$ cat src/rtl/core/qrs_pkg.sv
`timescale 1ns / 1ps

package qrs_pkg;

  // Data path word: signed fixed point with 24 fraction bits.
  localparam int DATA_W    = 64;
  localparam int FRAC_BITS = 24;

  // Configuration registers.
  localparam int TOL_W       = 12;
  localparam int WHITE_W     = 8;
  localparam int CFG_DATA_W  = 12;
  localparam int CFG_IDX_W   = 2;
  localparam logic [TOL_W-1:0]   TOL_RESET   = 12'd25;
  localparam logic [WHITE_W-1:0] WHITE_RESET = 8'd20;
  localparam logic [CFG_IDX_W-1:0] REG_TOLERANCE   = 2'd0;
  localparam logic [CFG_IDX_W-1:0] REG_WHITE_LEVEL = 2'd1;

  // Saturation limits.
  localparam logic signed [DATA_W-1:0] SMAX = {1'b0, {(DATA_W-1){1'b1}}};
  localparam logic signed [DATA_W-1:0] SMIN = {1'b1, {(DATA_W-1){1'b0}}};

  // Operation carried by each input word.
  typedef enum logic [1:0] {
    OP_CLEAR = 2'd0,
    OP_LOAD  = 2'd1,
    OP_SCORE = 2'd2,
    OP_CLOSE = 2'd3
  } op_t;

  // Magnitude of a signed word; the most negative value maps to 2^63.
  function automatic logic [DATA_W-1:0] umag(input logic signed [DATA_W-1:0] v);
    logic [DATA_W-1:0] r;
    r = v[DATA_W-1] ? DATA_W'(-v) : DATA_W'(v);
    return r;
  endfunction

  // Saturating addition.
  function automatic logic signed [DATA_W-1:0] sat_add(input logic signed [DATA_W-1:0] p,
                                                       input logic signed [DATA_W-1:0] q);
    logic signed [DATA_W-1:0] s;
    s = p + q;
    if ((p[DATA_W-1] == q[DATA_W-1]) && (s[DATA_W-1] != p[DATA_W-1])) begin
      s = p[DATA_W-1] ? SMIN : SMAX;
    end
    return s;
  endfunction

  // Saturating subtraction.
  function automatic logic signed [DATA_W-1:0] sat_sub(input logic signed [DATA_W-1:0] p,
                                                       input logic signed [DATA_W-1:0] q);
    logic signed [DATA_W-1:0] d;
    d = p - q;
    if ((p[DATA_W-1] != q[DATA_W-1]) && (d[DATA_W-1] != p[DATA_W-1])) begin
      d = p[DATA_W-1] ? SMIN : SMAX;
    end
    return d;
  endfunction

endpackage

$ cat src/rtl/core/qrs_mul.sv
`timescale 1ns / 1ps

module qrs_mul #(
  parameter int B_BITS = 25
) (
  input  logic                              clk,
  input  logic                              rst,
  input  logic                              start,
  input  logic signed [qrs_pkg::DATA_W-1:0] a,
  input  logic signed [B_BITS-1:0]          b,
  output logic                              done,
  output logic signed [qrs_pkg::DATA_W-1:0] p
);
  import qrs_pkg::*;

  localparam int CW    = 16;
  localparam int NCH   = (B_BITS + CW - 1) / CW;
  localparam int MBW   = NCH * CW;
  localparam int AW    = DATA_W + MBW;
  localparam int CNT_W = $clog2(NCH + 1);

  logic                    run;
  logic                    fin;
  logic [CNT_W-1:0]        cnt;
  logic [DATA_W-1:0]       ma;
  logic [MBW-1:0]          mb;
  logic                    neg;
  logic [AW-1:0]           acc;
  logic [B_BITS-1:0]       b_mag;
  logic [DATA_W+CW-1:0]    pp;
  logic                    ovf_pos;
  logic                    ovf_neg;

  // Magnitude of the narrow operand and one partial product per cycle.
  assign b_mag = b[B_BITS-1] ? B_BITS'(-b) : B_BITS'(b);
  assign pp    = ma * mb[MBW-1 -: CW];

  // Overflow of the magnitude for each sign of the result.
  assign ovf_pos = |acc[AW-1:DATA_W-1];
  assign ovf_neg = (|acc[AW-1:DATA_W]) | (acc[DATA_W-1] & (|acc[DATA_W-2:0]));

  // Multiply the magnitudes a chunk at a time, most significant chunk first,
  // then apply the sign with saturation.
  always_ff @(posedge clk) begin
    done <= 1'b0;
    if (rst) begin
      run <= 1'b0;
      fin <= 1'b0;
    end else if (run) begin
      acc <= (acc << CW) + AW'(pp);
      mb  <= mb << CW;
      cnt <= cnt - CNT_W'(1);
      if (cnt == CNT_W'(1)) begin
        run <= 1'b0;
        fin <= 1'b1;
      end
    end else if (fin) begin
      fin  <= 1'b0;
      done <= 1'b1;
      if (neg) begin
        p <= ovf_neg ? SMIN : -$signed(acc[DATA_W-1:0]);
      end else begin
        p <= ovf_pos ? SMAX : $signed(acc[DATA_W-1:0]);
      end
    end else if (start) begin
      ma  <= umag(a);
      mb  <= MBW'(b_mag);
      neg <= a[DATA_W-1] ^ b[B_BITS-1];
      acc <= '0;
      cnt <= CNT_W'(NCH);
      run <= 1'b1;
    end
  end

endmodule

$ cat config.mk
export PLATFORM = sky130hd
export DESIGN_NAME = qrs_mul
export DESIGN_NICKNAME = d
export VERILOG_FILES = /design/src/rtl/core/qrs_pkg.sv /design/src/rtl/core/qrs_mul.sv
export SDC_FILE = /design/constraint.sdc
export NUM_CORES = 2
export LEC_CHECK = 0
export ABC_AREA = 1
export BUFFER_PORTS_ARGS = -buffer_cell sky130_fd_sc_hd__buf_4
export CAP_MARGIN = 15
export CORE_ASPECT_RATIO = 0.7
export CORE_MARGIN = 2
export CORE_UTILIZATION = 40
export DETAILED_ROUTE_END_ITERATION = 10
export PLACE_DENSITY_LB_ADDON = 0.12
export RECOVER_POWER = 25
export SLEW_MARGIN = 20
export SYNTH_ARGS = -nofsm -noshare
export SYNTH_HDL_FRONTEND = slang
export SYNTH_SLANG_ARGS = --single-unit
$ cat constraint.sdc
create_clock -name clk -period 19.2 [get_ports clk]
set_clock_uncertainty 0.15 [all_clocks]
set_input_delay 3.84 -clock clk [delete_from_list [all_inputs] [get_ports clk]]
set_output_delay 3.84 -clock clk [all_outputs]
set_load 0.02 [all_outputs]
## Yosys cells after proc, flatten, opt, wreduce, memory -nomap -nowiden

Index checks and enable logic that the tools add are counted.
W data, S select, Z words.

- Bitwise logic cells: 6
- Multiply operators: 1
- Mux-type cells: 19
- Reductions and logical operators: 9
- Add/subtract/negate cells: 5
- Equal/unequal tests: 2

Operators by type and width:

| cell | number |
|---|---|
| $mux W96 | 3 |
| $mux W64 | 3 |
| $neg A64 Y64 | 2 |
| $add A96 B80 Y96 | 1 |
| $mux W32 | 3 |
| $mul A64 B16 Y80 | 1 |
| $mux W63 | 1 |
| $reduce_or A63 Y1 | 1 |
| $reduce_or A33 Y1 | 1 |
| $reduce_or A32 Y1 | 1 |
| $mux W25 | 1 |
| $neg A25 Y25 | 1 |
| $mux W2 | 3 |
| $reduce_and A3 Y1 | 2 |
| $mux W1 | 5 |
| $reduce_and A4 Y1 | 1 |
| $reduce_or A2 Y1 | 2 |
| $not A1 Y1 | 3 |
| $eq A2 B1 Y1 const B | 1 |
| $ne A2 B2 Y1 const B | 1 |
| $reduce_bool A2 Y1 | 1 |
| $sub A2 B1 Y2 const B | 1 |
| $and A1 B1 Y1 | 1 |
| $or A1 B1 Y1 | 1 |
| $xor A1 B1 Y1 | 1 |

- Flip-flop bits (word level): 262
- Input bits: 92

## Longest topological paths before layout

- Depth in word-level cells: 5
- Depth in mapped cells: 32
- Gate-level depth less buffers: 30

## Least setup slack after synthesis

OpenSTA, ideal clock, no wires.

- Path type: input port to flip-flop
- From: in rst
- To: reg p[0] (netlist name) (enable)
- Setup time: 0.564 ns
- Setup slack: 10.250 ns
- Path buffers: 0
- Required time: 18.486 ns
- Arrival: 8.236 ns
- Stages on the path: 1
- Path through: nor3_1

- Longest elaborated chain between the ends: 2

Ends and longest elaborated chain:

| item | RTL line | source |
|---|---|---|
| start: declaration | qrs_mul.sv:7 | `input logic rst,` |
| $not A1 Y1 (no line) | n/a |  |
| $reduce_and A3 Y1 (no line) | n/a |  |
| end signal: assignment | qrs_mul.sv:61 | `p <= ovf_neg ? SMIN : -$signed(acc[DATA_W-1:0]);` |
| end signal: assignment | qrs_mul.sv:63 | `p <= ovf_pos ? SMAX : $signed(acc[DATA_W-1:0]);` |
| end: declaration | qrs_mul.sv:12 | `output logic signed [qrs_pkg::DATA_W-1:0] p` |

No other way between the ends.
A chain may end at the register's enable or synchronous reset.

## Worst setup path after layout

- From: reg mb[20]
- To: reg acc[56] (data pin)

- Longest elaborated chain between the ends: 3

Ends and longest elaborated chain:

| item | RTL line | source |
|---|---|---|
| start: declaration | qrs_mul.sv:26 | `logic [MBW-1:0] mb;` |
| start signal: assignment | qrs_mul.sv:51 | `mb <= mb << CW;` |
| start signal: assignment | qrs_mul.sv:67 | `mb <= MBW'(b_mag);` |
| $mul A64 B16 Y80 | qrs_mul.sv:36 | `assign pp = ma * mb[MBW-1 -: CW];` |
| $add A96 B80 Y96 | qrs_mul.sv:50 | `acc <= (acc << CW) + AW'(pp);` |
| $mux W96 | qrs_mul.sv:49 | `end else if (run) begin` |
| end signal: assignment | qrs_mul.sv:50 |  |
| end: declaration | qrs_mul.sv:28 | `logic [AW-1:0] acc;` |

No other way between the ends.

==> qor.csv <==
metric,value,unit
ant_nets,0,
hp-class,reg -> reg,
drv_cap,5,
finalWorstSetupSlack,11.07,ns
cts_setup_buffers,0,
io_buffers,156,
synthDistinctLibCells,47,
wire_per_inst,22.2,um
synthArstFlopShare,0,%
run_status,finished with violations,
clk_latency,0.64,ns
ys.flop_type,edfxtp_1,
worst_pin_slew,2.87,ns
drt_iter0_drc,4483,
synth_largest_area_cell,fa_1,
avgSynthCellArea,7.36,sq um
fill_cells,13592,
remaining_drc_errors,0,
cts_resized,0,
vias,44076,
dp_hpwl,164000,um
ys_ff_latch,262,
cts-htree-levels,2,
synth_common_cells,"nand2_1, inv_1, fa_1, nor2_1, edfxtp_1",
rows,110,
antenna_found_initial,4,
core_area,129000,sq um
grt.total_usage,29.8,%
setup_viol,0,
yosysWarnings,0,
drv_slew,242,
finalSetupTns,0,ns
cts.clk_slew.worst_paths,0.07,ns
place_area,54700,sq um
die_area,133000,sq um
areaGrowthSynthToFinish,7.06,%
design_area,55800,sq um
worstPathArrival,8.34,ns
layout_min_cycle_time,8.13,ns
fin_nets,8236,
clock_path_buffers,3,
synth_edf_count,259,
grt_pass1_wl,295000,um
min_period_over_period,42.4,%
grt_pass1_vias,44826,
seq_area_frac_synth,15.0,%
yosysTopAreaCellShare,35.7,%
cts_tree,built,
routed_wl,195000,um
vias_per_cell,5.01,
gp_congestion,1.04,
numClockSinks,262,
finalHoldViolCount,0,
cp.required,19.40,ns
grt_start_max_net_pins,66,
cts_root_buffer,clkbuf_16,
drive_gt1_share,4.60,%
pin_count,157,
die_y,306,um
grt_overflow,0,
worstSetupPathType,reg -> reg,
fmax,123,MHz
critPathCaptureType,register,
hold_buffers,0,
pre_cts_ws,11.48,ns
startpoint_type,register,
synth_area,52100,sq um
yosys-top-cells-area,"fa_1, edfxtp_1, nand2_1",
postSynthCellCount,7086,
rsz0062_at_grt,no,
violations,"capacitance limit, slew limit",
dieWidth,435,um
synth_most_common_cell,nand2_1,
relSlewSlack,-91.6,%
cp_max_fo,33,
dr.pass1.iters,6,
cts_buffers,36,
r2r_setup_slack,11.07,ns
initial_core_util,40.4,%
syn-num-nets,8280,
==> cell families (layout without fill, tap and decap cells) <==
logic type,after synthesis,count (layout),share of synthesized area [%]
flip-flops,262,262,15.0
AND/OR/NAND/NOR,2838,2838,21.9
AO/OA/AOI/OAI,428,428,4.28
XOR/XNOR,118,118,1.98
other,0,1,0
adder cells (fa/ha/maj),1102,1102,39.9
buffers and inverters,2338,2319,16.9
==> placed cells by master (no fill, tap or decap), types with 41 or more instances in the layout <==
| cell type | count |
|---|---|
| buf_4 | 194 |
| fa_1 | 930 |
| nor3_1 | 63 |
| ha_1 | 172 |
| o21ai_0 | 215 |
| edfxtp_1 | 259 |
| a21oi_1 | 169 |
| inv_1 | 2027 |
| nand4_1 | 41 |
| nand3_1 | 140 |
| nand2_1 | 2034 |
| nor2_1 | 463 |
| xor2_1 | 105 |
==> per-stage QoR <==
| step | std cells | hold WS, ns | utilization [%] |
|---|---|---|---|
| global route | 8803 | 0.369 | 43.3 |
| detailed placement | 8740 | 0.342 | 42.4 |
| global placement | 8740 | 0.324 | 42.4 |
| finish | 8804 | 0.335 | 43.3 |
| floorplan | 7086 | 0.298 | - |
| CTS | 8803 | 0.353 | 43.3 |
==> worst max-delay path, cell delays in order (launching register included) <==
cell,delay (ns)
edfxtp_1,0.32
buf_4,0.49
buf_4,0.48
nand2_1,0.15
fa_1,0.57
inv_1,0.05
fa_1,0.48
inv_1,0.05
fa_1,0.50
inv_1,0.05
fa_1,0.51
fa_1,0.52
inv_1,0.05
fa_1,0.48
inv_1,0.06
ha_1,0.43
nand2_1,0.14
nor2_1,0.32
nand2_1,0.24
inv_1,0.13
nand2_1,0.24
nor3_1,0.77
a21oi_1,0.35
nor2_1,0.17
nor2_1,0.06
==> cell type report <==
| class | instances | area (sq um) | area share, % |
|---|---|---|---|
| multi-input combinational | 4486 | 35400 | 63.5 |
| sequential | 262 | 7840 | 14.0 |
| inverter | 2055 | 7710 | 13.8 |
| tap | 1736 | 2170 | 3.89 |
| timing repair buffer | 201 | 1480 | 2.66 |
| clock buffer | 40 | 936 | 1.68 |
| clock inverter | 23 | 223 | 0.399 |
| antenna | 1 | 2.50 | 0.00448 |
==> worst paths after layout <==
kind | from | cells after the start | to
setup / recovery | mb[20] | 24 | acc[56]
setup reg to reg | mb[20] | 24 | acc[56]
hold / removal | fin | 2 | done
hold reg to reg | fin | 2 | done
==> sequential cells by signal (all words and copies together), names as in the netlist <==
| register | count |
|---|---|
| ma | 64 |
| mb | 32 |
| run | 1 |
| p | 64 |
| cnt | 2 |
| neg | 1 |
| done | 1 |
| fin | 1 |
| acc | 96 |
==> per-layer routing <==
layer	share of wire, %	vias up	GRT usage, %
met1	49	21947	46.5
met2	41	1752	42.8
met4	2.2	4	6.10
li1	-	20183	-
met5	0.012	-	0
met3	8.5	190	5.13
Power is not shown: default switching activity piles up to over one toggle a cycle in this logic, so the estimate is an artifact.
