## config.mk

```make
export PLATFORM = sky130hd
export DESIGN_NAME = qrs_div
export DESIGN_NICKNAME = d
export VERILOG_FILES = /design/src/rtl/core/qrs_pkg.sv /design/src/rtl/core/qrs_div.sv
export SDC_FILE = /design/constraint.sdc
export NUM_CORES = 1
export LEC_CHECK = 0
export BUFFER_PORTS_ARGS = -buffer_cell sky130_fd_sc_hd__buf_4
export CORE_MARGIN = 5
export CORE_UTILIZATION = 40
export CTS_BUF_LIST = sky130_fd_sc_hd__clkbuf_8
export CTS_CLUSTER_SIZE = 16
export DETAILED_ROUTE_END_ITERATION = 10
export GPL_TIMING_DRIVEN = 0
export HOLD_SLACK_MARGIN = 0.06
export PLACE_DENSITY = 0.59
export RECOVER_POWER = 100
export SYNTH_ARGS = -nofsm -noshare
export SYNTH_HDL_FRONTEND = slang
export SYNTH_SLANG_ARGS = --single-unit
```

## constraint.sdc

```tcl
create_clock -name clk -period 20.6 [get_ports clk]
set_clock_uncertainty 0.15 [all_clocks]
set_input_delay 4.12 -clock clk [delete_from_list [all_inputs] [get_ports clk]]
set_output_delay 4.12 -clock clk [all_outputs]
set_load 0.01 [all_outputs]
```

## src/rtl/core/qrs_pkg.sv

```systemverilog
`timescale 1ns / 1ps

package qrs_pkg;

  // Data path word: signed fixed point with 24 fraction bits.
  localparam int DATA_W    = 64;
  localparam int FRAC_BITS = 24;

  // Configuration registers.
  localparam int TOL_W       = 12;
  localparam int WHITE_W     = 8;
  localparam int CFG_DATA_W  = 12;
  localparam int CFG_IDX_W   = 2;
  localparam logic [TOL_W-1:0]   TOL_RESET   = 12'd25;
  localparam logic [WHITE_W-1:0] WHITE_RESET = 8'd20;
  localparam logic [CFG_IDX_W-1:0] REG_TOLERANCE   = 2'd0;
  localparam logic [CFG_IDX_W-1:0] REG_WHITE_LEVEL = 2'd1;

  // Saturation limits.
  localparam logic signed [DATA_W-1:0] SMAX = {1'b0, {(DATA_W-1){1'b1}}};
  localparam logic signed [DATA_W-1:0] SMIN = {1'b1, {(DATA_W-1){1'b0}}};

  // Operation carried by each input word.
  typedef enum logic [1:0] {
    OP_CLEAR = 2'd0,
    OP_LOAD  = 2'd1,
    OP_SCORE = 2'd2,
    OP_CLOSE = 2'd3
  } op_t;

  // Magnitude of a signed word; the most negative value maps to 2^63.
  function automatic logic [DATA_W-1:0] umag(input logic signed [DATA_W-1:0] v);
    logic [DATA_W-1:0] r;
    r = v[DATA_W-1] ? DATA_W'(-v) : DATA_W'(v);
    return r;
  endfunction

  // Saturating addition.
  function automatic logic signed [DATA_W-1:0] sat_add(input logic signed [DATA_W-1:0] p,
                                                       input logic signed [DATA_W-1:0] q);
    logic signed [DATA_W-1:0] s;
    s = p + q;
    if ((p[DATA_W-1] == q[DATA_W-1]) && (s[DATA_W-1] != p[DATA_W-1])) begin
      s = p[DATA_W-1] ? SMIN : SMAX;
    end
    return s;
  endfunction

  // Saturating subtraction.
  function automatic logic signed [DATA_W-1:0] sat_sub(input logic signed [DATA_W-1:0] p,
                                                       input logic signed [DATA_W-1:0] q);
    logic signed [DATA_W-1:0] d;
    d = p - q;
    if ((p[DATA_W-1] != q[DATA_W-1]) && (d[DATA_W-1] != p[DATA_W-1])) begin
      d = p[DATA_W-1] ? SMIN : SMAX;
    end
    return d;
  endfunction

endpackage

```

## src/rtl/core/qrs_div.sv

```systemverilog
`timescale 1ns / 1ps

module qrs_div #(
  parameter int D_BITS = 13
) (
  input  logic                              clk,
  input  logic                              rst,
  input  logic                              start,
  input  logic signed [qrs_pkg::DATA_W-1:0] num,
  input  logic signed [D_BITS-1:0]          den,
  output logic                              done,
  output logic signed [qrs_pkg::DATA_W-1:0] q
);
  import qrs_pkg::*;

  localparam int CNT_W = $clog2(DATA_W);

  logic               run;
  logic               fin;
  logic [CNT_W-1:0]   cnt;
  logic [DATA_W-1:0]  nm;
  logic [D_BITS-1:0]  dm;
  logic [D_BITS-1:0]  rem;
  logic               neg;
  logic [D_BITS:0]    trial;
  logic               ge;
  logic [D_BITS-1:0]  den_mag;

  assign den_mag = den[D_BITS-1] ? D_BITS'(-den) : D_BITS'(den);

  // One restoring step: bring down the next numerator bit and try the divisor.
  assign trial = {rem, nm[DATA_W-1]};
  assign ge    = trial >= {1'b0, dm};

  // Divide the magnitudes one quotient bit a cycle, truncating toward zero;
  // the only overflow is the most negative value divided by minus one.
  always_ff @(posedge clk) begin
    done <= 1'b0;
    if (rst) begin
      run <= 1'b0;
      fin <= 1'b0;
    end else if (run) begin
      rem <= D_BITS'(ge ? (trial - {1'b0, dm}) : trial);
      nm  <= {nm[DATA_W-2:0], ge};
      cnt <= cnt - CNT_W'(1);
      if (cnt == '0) begin
        run <= 1'b0;
        fin <= 1'b1;
      end
    end else if (fin) begin
      fin  <= 1'b0;
      done <= 1'b1;
      if (neg) begin
        q <= -$signed(nm);
      end else begin
        q <= nm[DATA_W-1] ? SMAX : $signed(nm);
      end
    end else if (start) begin
      nm  <= umag(num);
      dm  <= den_mag;
      rem <= '0;
      neg <= num[DATA_W-1] ^ den[D_BITS-1];
      cnt <= CNT_W'(DATA_W - 1);
      run <= 1'b1;
    end
  end

endmodule

```

## Word-level counts from Yosys, hierarchy flattened

Index checks and enable logic that the tools add are counted.

| cells by class | value |
|---|---|
| bitwise gates (word level) | 4 |
| $lt $le $gt $ge | 1 |
| reductions and logical operators | 7 |
| mux-type cells | 19 |
| add/sub/neg operators | 5 |
| equality and inequality tests | 1 |

Operators by type and width:

| cell | number |
|---|---|
| 2-to-1 mux 64 bit | 5 |
| negation 64 bit | 2 |
| 2-to-1 mux 63 bit | 1 |
| 2-to-1 mux 13 bit | 4 |
| 2-to-1 mux 6 bit | 3 |
| >= comparator 14 x 13 -> 1 bit | 1 |
| negation 13 bit | 1 |
| subtractor 13 bit | 1 |
| 2-to-1 mux 12 bit | 1 |
| logical NOT 6 bit | 1 |
| AND reduction 3 bit | 2 |
| subtractor 6 x 1 -> 6 bit (second input constant) | 1 |
| 2-to-1 mux 1 bit | 5 |
| AND reduction 4 bit | 1 |
| OR reduction 2 bit | 2 |
| inverter 1 bit | 3 |
| inequality test 2 bit (second input constant) | 1 |
| nonzero test 2 bit | 1 |
| bitwise XOR 1 bit | 1 |

| storage, ports and cells | value |
|---|---|
| output and inout bits | 65 |
| register bits | 164 |
| input bits | 80 |
| word-level logic and storage cells | 47 |

## Longest topological paths before layout

Gate-level depths: netlist (run 1).

| depth | value |
|---|---|
| depth after elaboration | 5 |
| gate-level depth with buffers | 10 |
| mapped depth without buffers | 9 |

## Worst setup path after synthesis (run 1)

No wires, ideal clock.

| timing | value |
|---|---|
| kind | in2reg |
| from | input rst |
| to | register q[0] (netlist bit) (enable) |
| stages | 1 |
| setup time | 0.578 ns |
| slack | 11.098 ns |
| buffers on the path | 0 |
| data arrival time | 8.774 ns |
| data required time | 19.872 ns |
| path through | nor3b_1 |

| on the way | value |
|---|---|
| word-level cells in the longest chain between the ends | 2 |

RTL lines:

| element | line | text |
|---|---|---|
| start, declared | qrs_div.sv:7 | `input logic rst,` |
| inverter 1 bit (no line) | -- |  |
| AND reduction 3 bit (no line) | -- |  |
| end signal, assigned | qrs_div.sv:54 | `q <= -$signed(nm);` |
| end signal, assigned | qrs_div.sv:56 | `q <= nm[DATA_W-1] ? SMAX : $signed(nm);` |
| end, declared | qrs_div.sv:12 | `output logic signed [qrs_pkg::DATA_W-1:0] q` |

No other way between the ends.
A chain may end at the register's enable or synchronous reset.

## Worst setup path after layout (run 1)

| timing | value |
|---|---|
| from | input start |
| to | register nm[49] (enable) |

| on the way | value |
|---|---|
| word-level cells in the longest chain between the ends | 2 |

RTL lines:

| element | line | text |
|---|---|---|
| start, declared | qrs_div.sv:8 | `input logic start,` |
| nonzero test 2 bit (no line) | -- |  |
| AND reduction 3 bit (no line) | -- |  |
| end signal, assigned | qrs_div.sv:44 | `nm <= {nm[DATA_W-2:0], ge};` |
| end signal, assigned | qrs_div.sv:59 | `nm <= umag(num);` |
| end, declared | qrs_div.sv:21 | `logic [DATA_W-1:0] nm;` |

No other way between the ends.

==> flow_metrics.py, run 1 <==
metrics = {
    "placed_design": {
        "place_area_mm2": 0.0121,
        "io_buffers": 143,
        "dp_hpwl_mm": 24.9,
        "place_congestion": 0.944,
    },
    "timing": {
        "tns_ns": 0,
        "finalWorstPathRequiredPeriod_ns": 7.45,
        "worst_pin_slew_ns": 1.56,
        "rsz0062_at_grt": "false",
        "hold_violations": 0,
        "fin_crit_sh_pct": 36.2,
        "maxSlewViolCount": 29,
        "slew_headroom_pct": -4.27,
        "setup_viol": 0,
        "max_freq_mhz": 134,
    },
    "clock_network": {
        "cts_tree": "done",
        "cts_resized": 0,
        "htreeDepth": 4,
        "clkLatencyLatePin_ns": 0.46,
        "postCtsHoldBufs": 0,
        "clkTransAtPathRegs_ns": 0.09,
        "post_cts_buffers": 0,
        "cts_max_path_buffers": 2,
        "clock-sinks": 164,
        "numCtsBuffers": 17,
        "cts_root_buf": "clkbuf_8",
    },
    "critical_path": {
        "worstSetupPathType": "input port to flip-flop",
        "cp_cell_sequence": "clkbuf_4 > nand2b_1 > a21oi_1 > clkbuf_1 > clkbuf_1",
        "end_kind": "flip-flop",
        "critical_path_arrival_ns": 7.38,
        "worst-path-max-fanout": 24,
        "start_kind": "input port",
        "path_buf_inv": 3,
        "max_stage_delay_ns": 1.04,
        "cp.required_ns": 20.53,
        "path_common_cell": "clkbuf_1",
        "cp_slowest_cell": "clkbuf_1",
        "cp_top_family": "buffers and inverters",
    },
    "synth": {
        "synth_top_area_share_pct": 46.3,
        "synthesis.nets": 1174,
        "synth_warnings": 0,
        "synth_cells": 1076,
        "synth_top_area_cell": "edfxtp_1",
        "ys_ff_latch": 164,
        "async_flop_share_pct": 0,
        "synth_area_leaders": "edfxtp_1 46%, o21ai_0 6.0%, nand2_1 4.6%, xor2_1 4.4%, o31ai_1 2.9%",
        "seq_area_frac_synth_pct": 46.9,
        "synth_cell_types": 69,
        "syn_avg_cell_area_um2": 9.70,
        "synth_edf_count": 161,
        "syn-cell-area_mm2": 0.0104,
        "synth_flop_cell": "edfxtp_1",
    },
    "cells_and_area": {
        "layout_commonest_cell": "edfxtp_1",
        "fill_cells": 2544,
        "layout_common_cells": "161 x edfxtp_1, 144 x clkbuf_1, 127 x nand2_1",
        "syn_to_final_growth_pct": 15.4,
        "drive_above_1_share_pct": 10.5,
        "finalNetCount": 1346,
        "finalInstanceArea_mm2": 0.0120,
    },
    "pwr": {
        "power.share.clock_pct": 30.0,
        "seqPwrFrac_pct": 50.6,
        "p_leak_nw": 3.97,
        "intPower_uw": 578,
        "vdd_drop_max_uv": 38.3,
        "switching_share_pct": 30.1,
        "power_density_mw_per_mm2": 68.7,
        "comb_power_share_pct": 19.4,
        "p_sw_uw": 249,
    },
    "detailed_routing": {
        "via_per_inst": 5.87,
        "num_vias": 9382,
        "dr.pass1.iters": 6,
        "wl_per_cell_um": 20.6,
        "drt-initial-drc-count": 743,
        "drt_wl_total_mm": 32.9,
        "remaining_drc_errors": 0,
        "ant_nets": 0,
    },
    "floorplanning": {
        "fp.dieH_um": 172,
        "dieWidth_um": 172,
        "dieArea_mm2": 0.0294,
        "row_count": 59,
        "core_mm2": 0.0259,
        "pin_count": 145,
        "floorplan.initialDensity_pct": 40.3,
    },
    "job": {
        "cap_violations": 1,
    },
    "min_path": {
        "hp-class": "flip-flop to flip-flop",
    },
    "outcome": {
        "violations": "capacitance limit, slew limit",
        "status": "finished, violations left",
    },
    "grt": {
        "grt_pass1_vias": 8934,
        "grt_usage_pct": 22.1,
        "gr-total-overflow": 0,
        "grt_pass1_wl_mm": 50.3,
        "antenna_found_initial": 1,
        "grt_max_degree": 29,
    },
}
[area by class of cell]
type,count,area [µm²],area share [%]
Antenna cell,1,2.50,0.0208
Buffer,66,256,2.13
Clock buffer,21,289,2.40
Clock inverter,11,126,1.05
Inverter,30,113,0.935
Multi-Input combinational cell,816,5100,42.3
Sequential cell,164,4890,40.7
Tap cell,335,419,3.48
Timing Repair Buffer,153,842,6.99
[power by group through the flow]
| stage | logic, mW | registers [mW] | clock network, mW |
|---|---|---|---|
| global placement | 0.158 | 0.428 | 0 |
| detailed placement | 0.163 | 0.425 | 0 |
| CTS | 0.164 | 0.417 | 0.252 |
| finish | 0.160 | 0.419 | 0.248 |
| floorplan | 0.105 | 0.417 | 0 |
| global route | 0.178 | 0.421 | 0.264 |
[state kept, by name, summed over array words and instances (netlist names)]
register and cells:
dm 13, fin 1, rem 13, q 64, nm 64, neg 1
cnt 6, done 1, run 1
[per-stage QoR]
step / utilization (%) / setup slack, ns / hold slack [ns] / total power, mW / cells
after floorplan: - / 11.10 / 0.310 / 0.522 / 1076
after global placement: 46.0 / 8.77 / 0.344 / 0.586 / 1554
after detailed placement: 46.6 / 13.19 / 0.338 / 0.588 / 1563
after CTS: 48.2 / 13.69 / 0.361 / 0.833 / 1595
after global routing: 46.5 / 12.78 / 0.405 / 0.863 / 1596
final: 46.5 / 13.15 / 0.364 / 0.827 / 1597
[final timing paths]
path | from | to | slack, ns | cells past startpoint
worst max-delay path | start | nm[49] | 13.15 | 5
worst min-delay path | fin | done | 0.36 | 1
worst max register to register | run | nm[49] | 15.51 | 6
worst min register to register | fin | done | 0.36 | 1
[synthesized netlist by cell type (all sizes together), types with 5 or more instances]
library cell	count
mux2i	8
o41ai	17
nand3	30
nor3	36
o22a	5
or4	22
nand2b	12
o21ai	125
ha	17
a211oi	5
and2	5
a21oi	51
xnor2	27
a31oi	27
nand4	15
nand2	127
or2	9
edfxtp	161
mux2	11
buf	8
nor4	26
nor2	49
o21a	9
and3	5
and4	6
or3	20
xor2	52
clkbuf	58
nor2b	7
inv	30
o31ai	41
[cells by family after synthesis]
logic type	count (synthesis)	synth area share, %
flip-flops	164	46.9
multiplexers	19	1.95
AO/OA/AOI/OAI	316	19.0
buffers and inverters	96	3.55
adder cells (fa/ha/maj)	18	2.23
XOR/XNOR	79	6.63
AND/OR/NAND/NOR	384	19.7
[routing by layer]
metal / wire (µm) / up-vias / track usage, %
met5: 20 / - / 0
met4: 1080 / 2 / 8.78
met3: 2420 / 67 / 3.42
met2: 15600 / 379 / 36.4
met1: 13700 / 4482 / 29.4
li1: - / 4452 / -
Power figures use the tool's default switching activity.
==> inputs of run 2 (changes only) <==
ABC_AREA = 1   (was unset)
PLACE_DENSITY = 0.58   (was 0.59)
clock period = 7.3 ns   (was 20.6 ns; I/O delays follow)
==> run 2 against run 1 <==
Highest routed layer is now met4. Sequential power grew to 2.8 times the previous value. Register-to-register slack lost 13 ns. Synthesized area grew 14%. The flow now finishes without violations. Setup slack lost 10 ns. Core utilization shrank 0.72 points. Synthesized cell count grew 59%.
==> flow_metrics.py, run 2 <==
metrics = {
    "outcome": {
        "status": "finished clean",
    },
    "clock_network": {
        "htreeDepth": 4,
        "cts_resized": 0,
        "cts_tree": "done",
        "cts_root_buf": "clkbuf_8",
        "postCtsHoldBufs": 0,
        "clkLatencyLatePin_ns": 0.48,
        "clock-sinks": 164,
        "cts_max_path_buffers": 2,
        "post_cts_buffers": 0,
        "numCtsBuffers": 17,
        "clkTransAtPathRegs_ns": 0.10,
    },
    "detailed_routing": {
        "ant_nets": 0,
        "drt-initial-drc-count": 1015,
        "via_per_inst": 5.23,
        "remaining_drc_errors": 0,
        "num_vias": 11900,
        "drt_wl_total_mm": 42.3,
        "wl_per_cell_um": 18.5,
        "dr.pass1.iters": 7,
    },
    "cells_and_area": {
        "num_antenna_cells": 0,
        "drive_above_1_share_pct": 7.29,
        "finalNetCount": 1977,
        "layout_common_cells": "516 x nand2_1, 298 x nor2_1, 197 x inv_1",
        "stdcell_count": 2282,
        "layout_commonest_cell": "nand2_1",
        "syn_to_final_growth_pct": 13.3,
        "reg.largest.list": "nm (64), q (64)",
    },
    "synth": {
        "synth_flop_cell": "edfxtp_1",
        "synth_area_leaders": "edfxtp_1 41%, nand2_1 16%, nor2_1 9.1%, inv_1 6.1%, nand3_1 6.1%",
        "synth_top_area_cell": "edfxtp_1",
        "seq_area_frac_synth_pct": 41.1,
        "synth_common_cells": "507 x nand2_1, 289 x nor2_1, 194 x inv_1",
        "syn_avg_cell_area_um2": 6.95,
        "synth_cell_types": 45,
        "synth_warnings": 0,
        "synth_top_area_share_pct": 40.6,
        "synth_edf_count": 161,
        "ys_ff_latch": 164,
        "synth_cells": 1712,
        "synth.most_common_cell": "nand2_1",
        "async_flop_share_pct": 0,
        "syn-cell-area_mm2": 0.0119,
        "synthesis.nets": 1810,
    },
    "critical_path": {
        "r2r_setup_slack_ns": 2.88,
        "end_kind": "flip-flop",
        "worstSetupPathType": "flip-flop to flip-flop",
        "start_kind": "flip-flop",
        "worst-path-max-fanout": 13,
        "worstRegToRegCells": 6,
        "cp.required_ns": 7.27,
        "r2r_end": "q[1]",
        "critical_path_arrival_ns": 4.39,
        "r2r-start": "run",
        "startpoint": "run",
    },
    "grt": {
        "gr-total-overflow": 0,
        "grt_max_degree": 71,
        "antenna_found_initial": 0,
        "grt_pass1_vias": 11400,
        "grt_pass1_wl_mm": 64.9,
        "grt_usage_pct": 25.2,
    },
    "pwr": {
        "p_total_mw": 2.50,
        "power_density_mw_per_mm2": 185,
        "p_leak_nw": 5.62,
        "vdd_drop_max_uv": 79.6,
    },
    "timing": {
        "setup_viol": 0,
        "maxSlewViolCount": 0,
        "finalWorstPathRequiredPeriod_ns": 4.42,
        "max_freq_mhz": 226,
        "fin_crit_sh_pct": 60.6,
        "post-route-worst-setup-slack_ns": 2.88,
        "hold_violations": 0,
        "slew_headroom_pct": 10.6,
        "worst_pin_slew_ns": 1.33,
        "rsz0062_at_grt": "false",
        "whs_ns": 0.348,
    },
    "floorplanning": {
        "dieArea_mm2": 0.0333,
        "fp.dieH_um": 182,
        "floorplan.initialDensity_pct": 40.4,
        "dieWidth_um": 182,
        "row_count": 63,
        "core_mm2": 0.0295,
        "pin_count": 145,
    },
    "placed_design": {
        "dp_hpwl_mm": 34.6,
        "place_ws_ns": 3.81,
        "io_buffers": 142,
        "place_congestion": 0.951,
        "placed_cells": 2250,
    },
    "job": {
        "cap_violations": 0,
    },
    "min_path": {
        "hold_start": "fin",
        "whs_path_depth": 2,
        "whs_endpoint": "done",
        "hp-class": "flip-flop to flip-flop",
    },
}
[run 2: layout make-up]
cell class	instances	area, µm²
multi-input cells	1309	5930
repair buffers	148	857
clock buffers	17	234
well taps	390	488
plain buffers	40	156
flip-flops and latches	164	4890
fillers	3266	16000
clock inverters	15	178
inverters	199	747
[run 2: critical path, cell delays in order (launching register included)]
cell	delay [ns]
dfxtp_1	0.31
clkbuf_1	0.33
clkbuf_1	0.43
nor3_1	1.15
clkbuf_1	0.56
clkbuf_1	0.51
clkbuf_1	0.59
[run 2: how the worst max path moves through the flow]
stage | slack (ns) | to | depth (start not counted)
6_report | 2.88 | q[1] | 6
2_1_floorplan | 0.73 | q[0] | 1
3_3_place_gp | -1.26 | q[62] | 2
3_5_place_dp | 3.81 | nm[28] | 10
4_1_cts | 4.33 | nm[60] | 10
5_1_grt | 2.73 | q[11] | 6
[run 2: metal layers]
| metal | up-vias | part of all wire [%] | GRT usage, % | routed length (µm) |
|---|---|---|---|---|
| met4 | 0 | 2.6 | 7.63 | 1120 |
| met1 | 5452 | 45 | 35.2 | 19000 |
| li1 | 5960 | - | - | - |
| met5 | - | 0 | 0 | 0 |
| met3 | 70 | 6.9 | 3.63 | 2910 |
| met2 | 453 | 45 | 40.9 | 19200 |
[run 2: cell families after synthesis]
logic type                 after synthesis  share of synthesized area, %
adders and majority gates               18                          1.96
AOI/OAI and AO/OA                      213                          9.75
DFF                                    164                          41.1
xor gates and xnor gates                23                          1.69
buffers and inverters                  239                          7.91
and+or+nand+nor                       1055                          37.6
[run 2: power by group]
group	total, mW	switching [mW]	internal, mW
logic	0.586	0.403	0.183
registers	1.18	0.0607	1.12
clock network	0.727	0.386	0.341
[run 2: metrics by stage]
step	utilization (%)	TNS [ns]	cell area, µm²
5_1_grt	45.7	0	13500
3_3_place_gp	45.6	-80.38	13500
4_1_cts	47.4	0	14000
6_report	45.7	0	13500
2_1_floorplan	-	0	11900
3_5_place_dp	46.0	0	13600
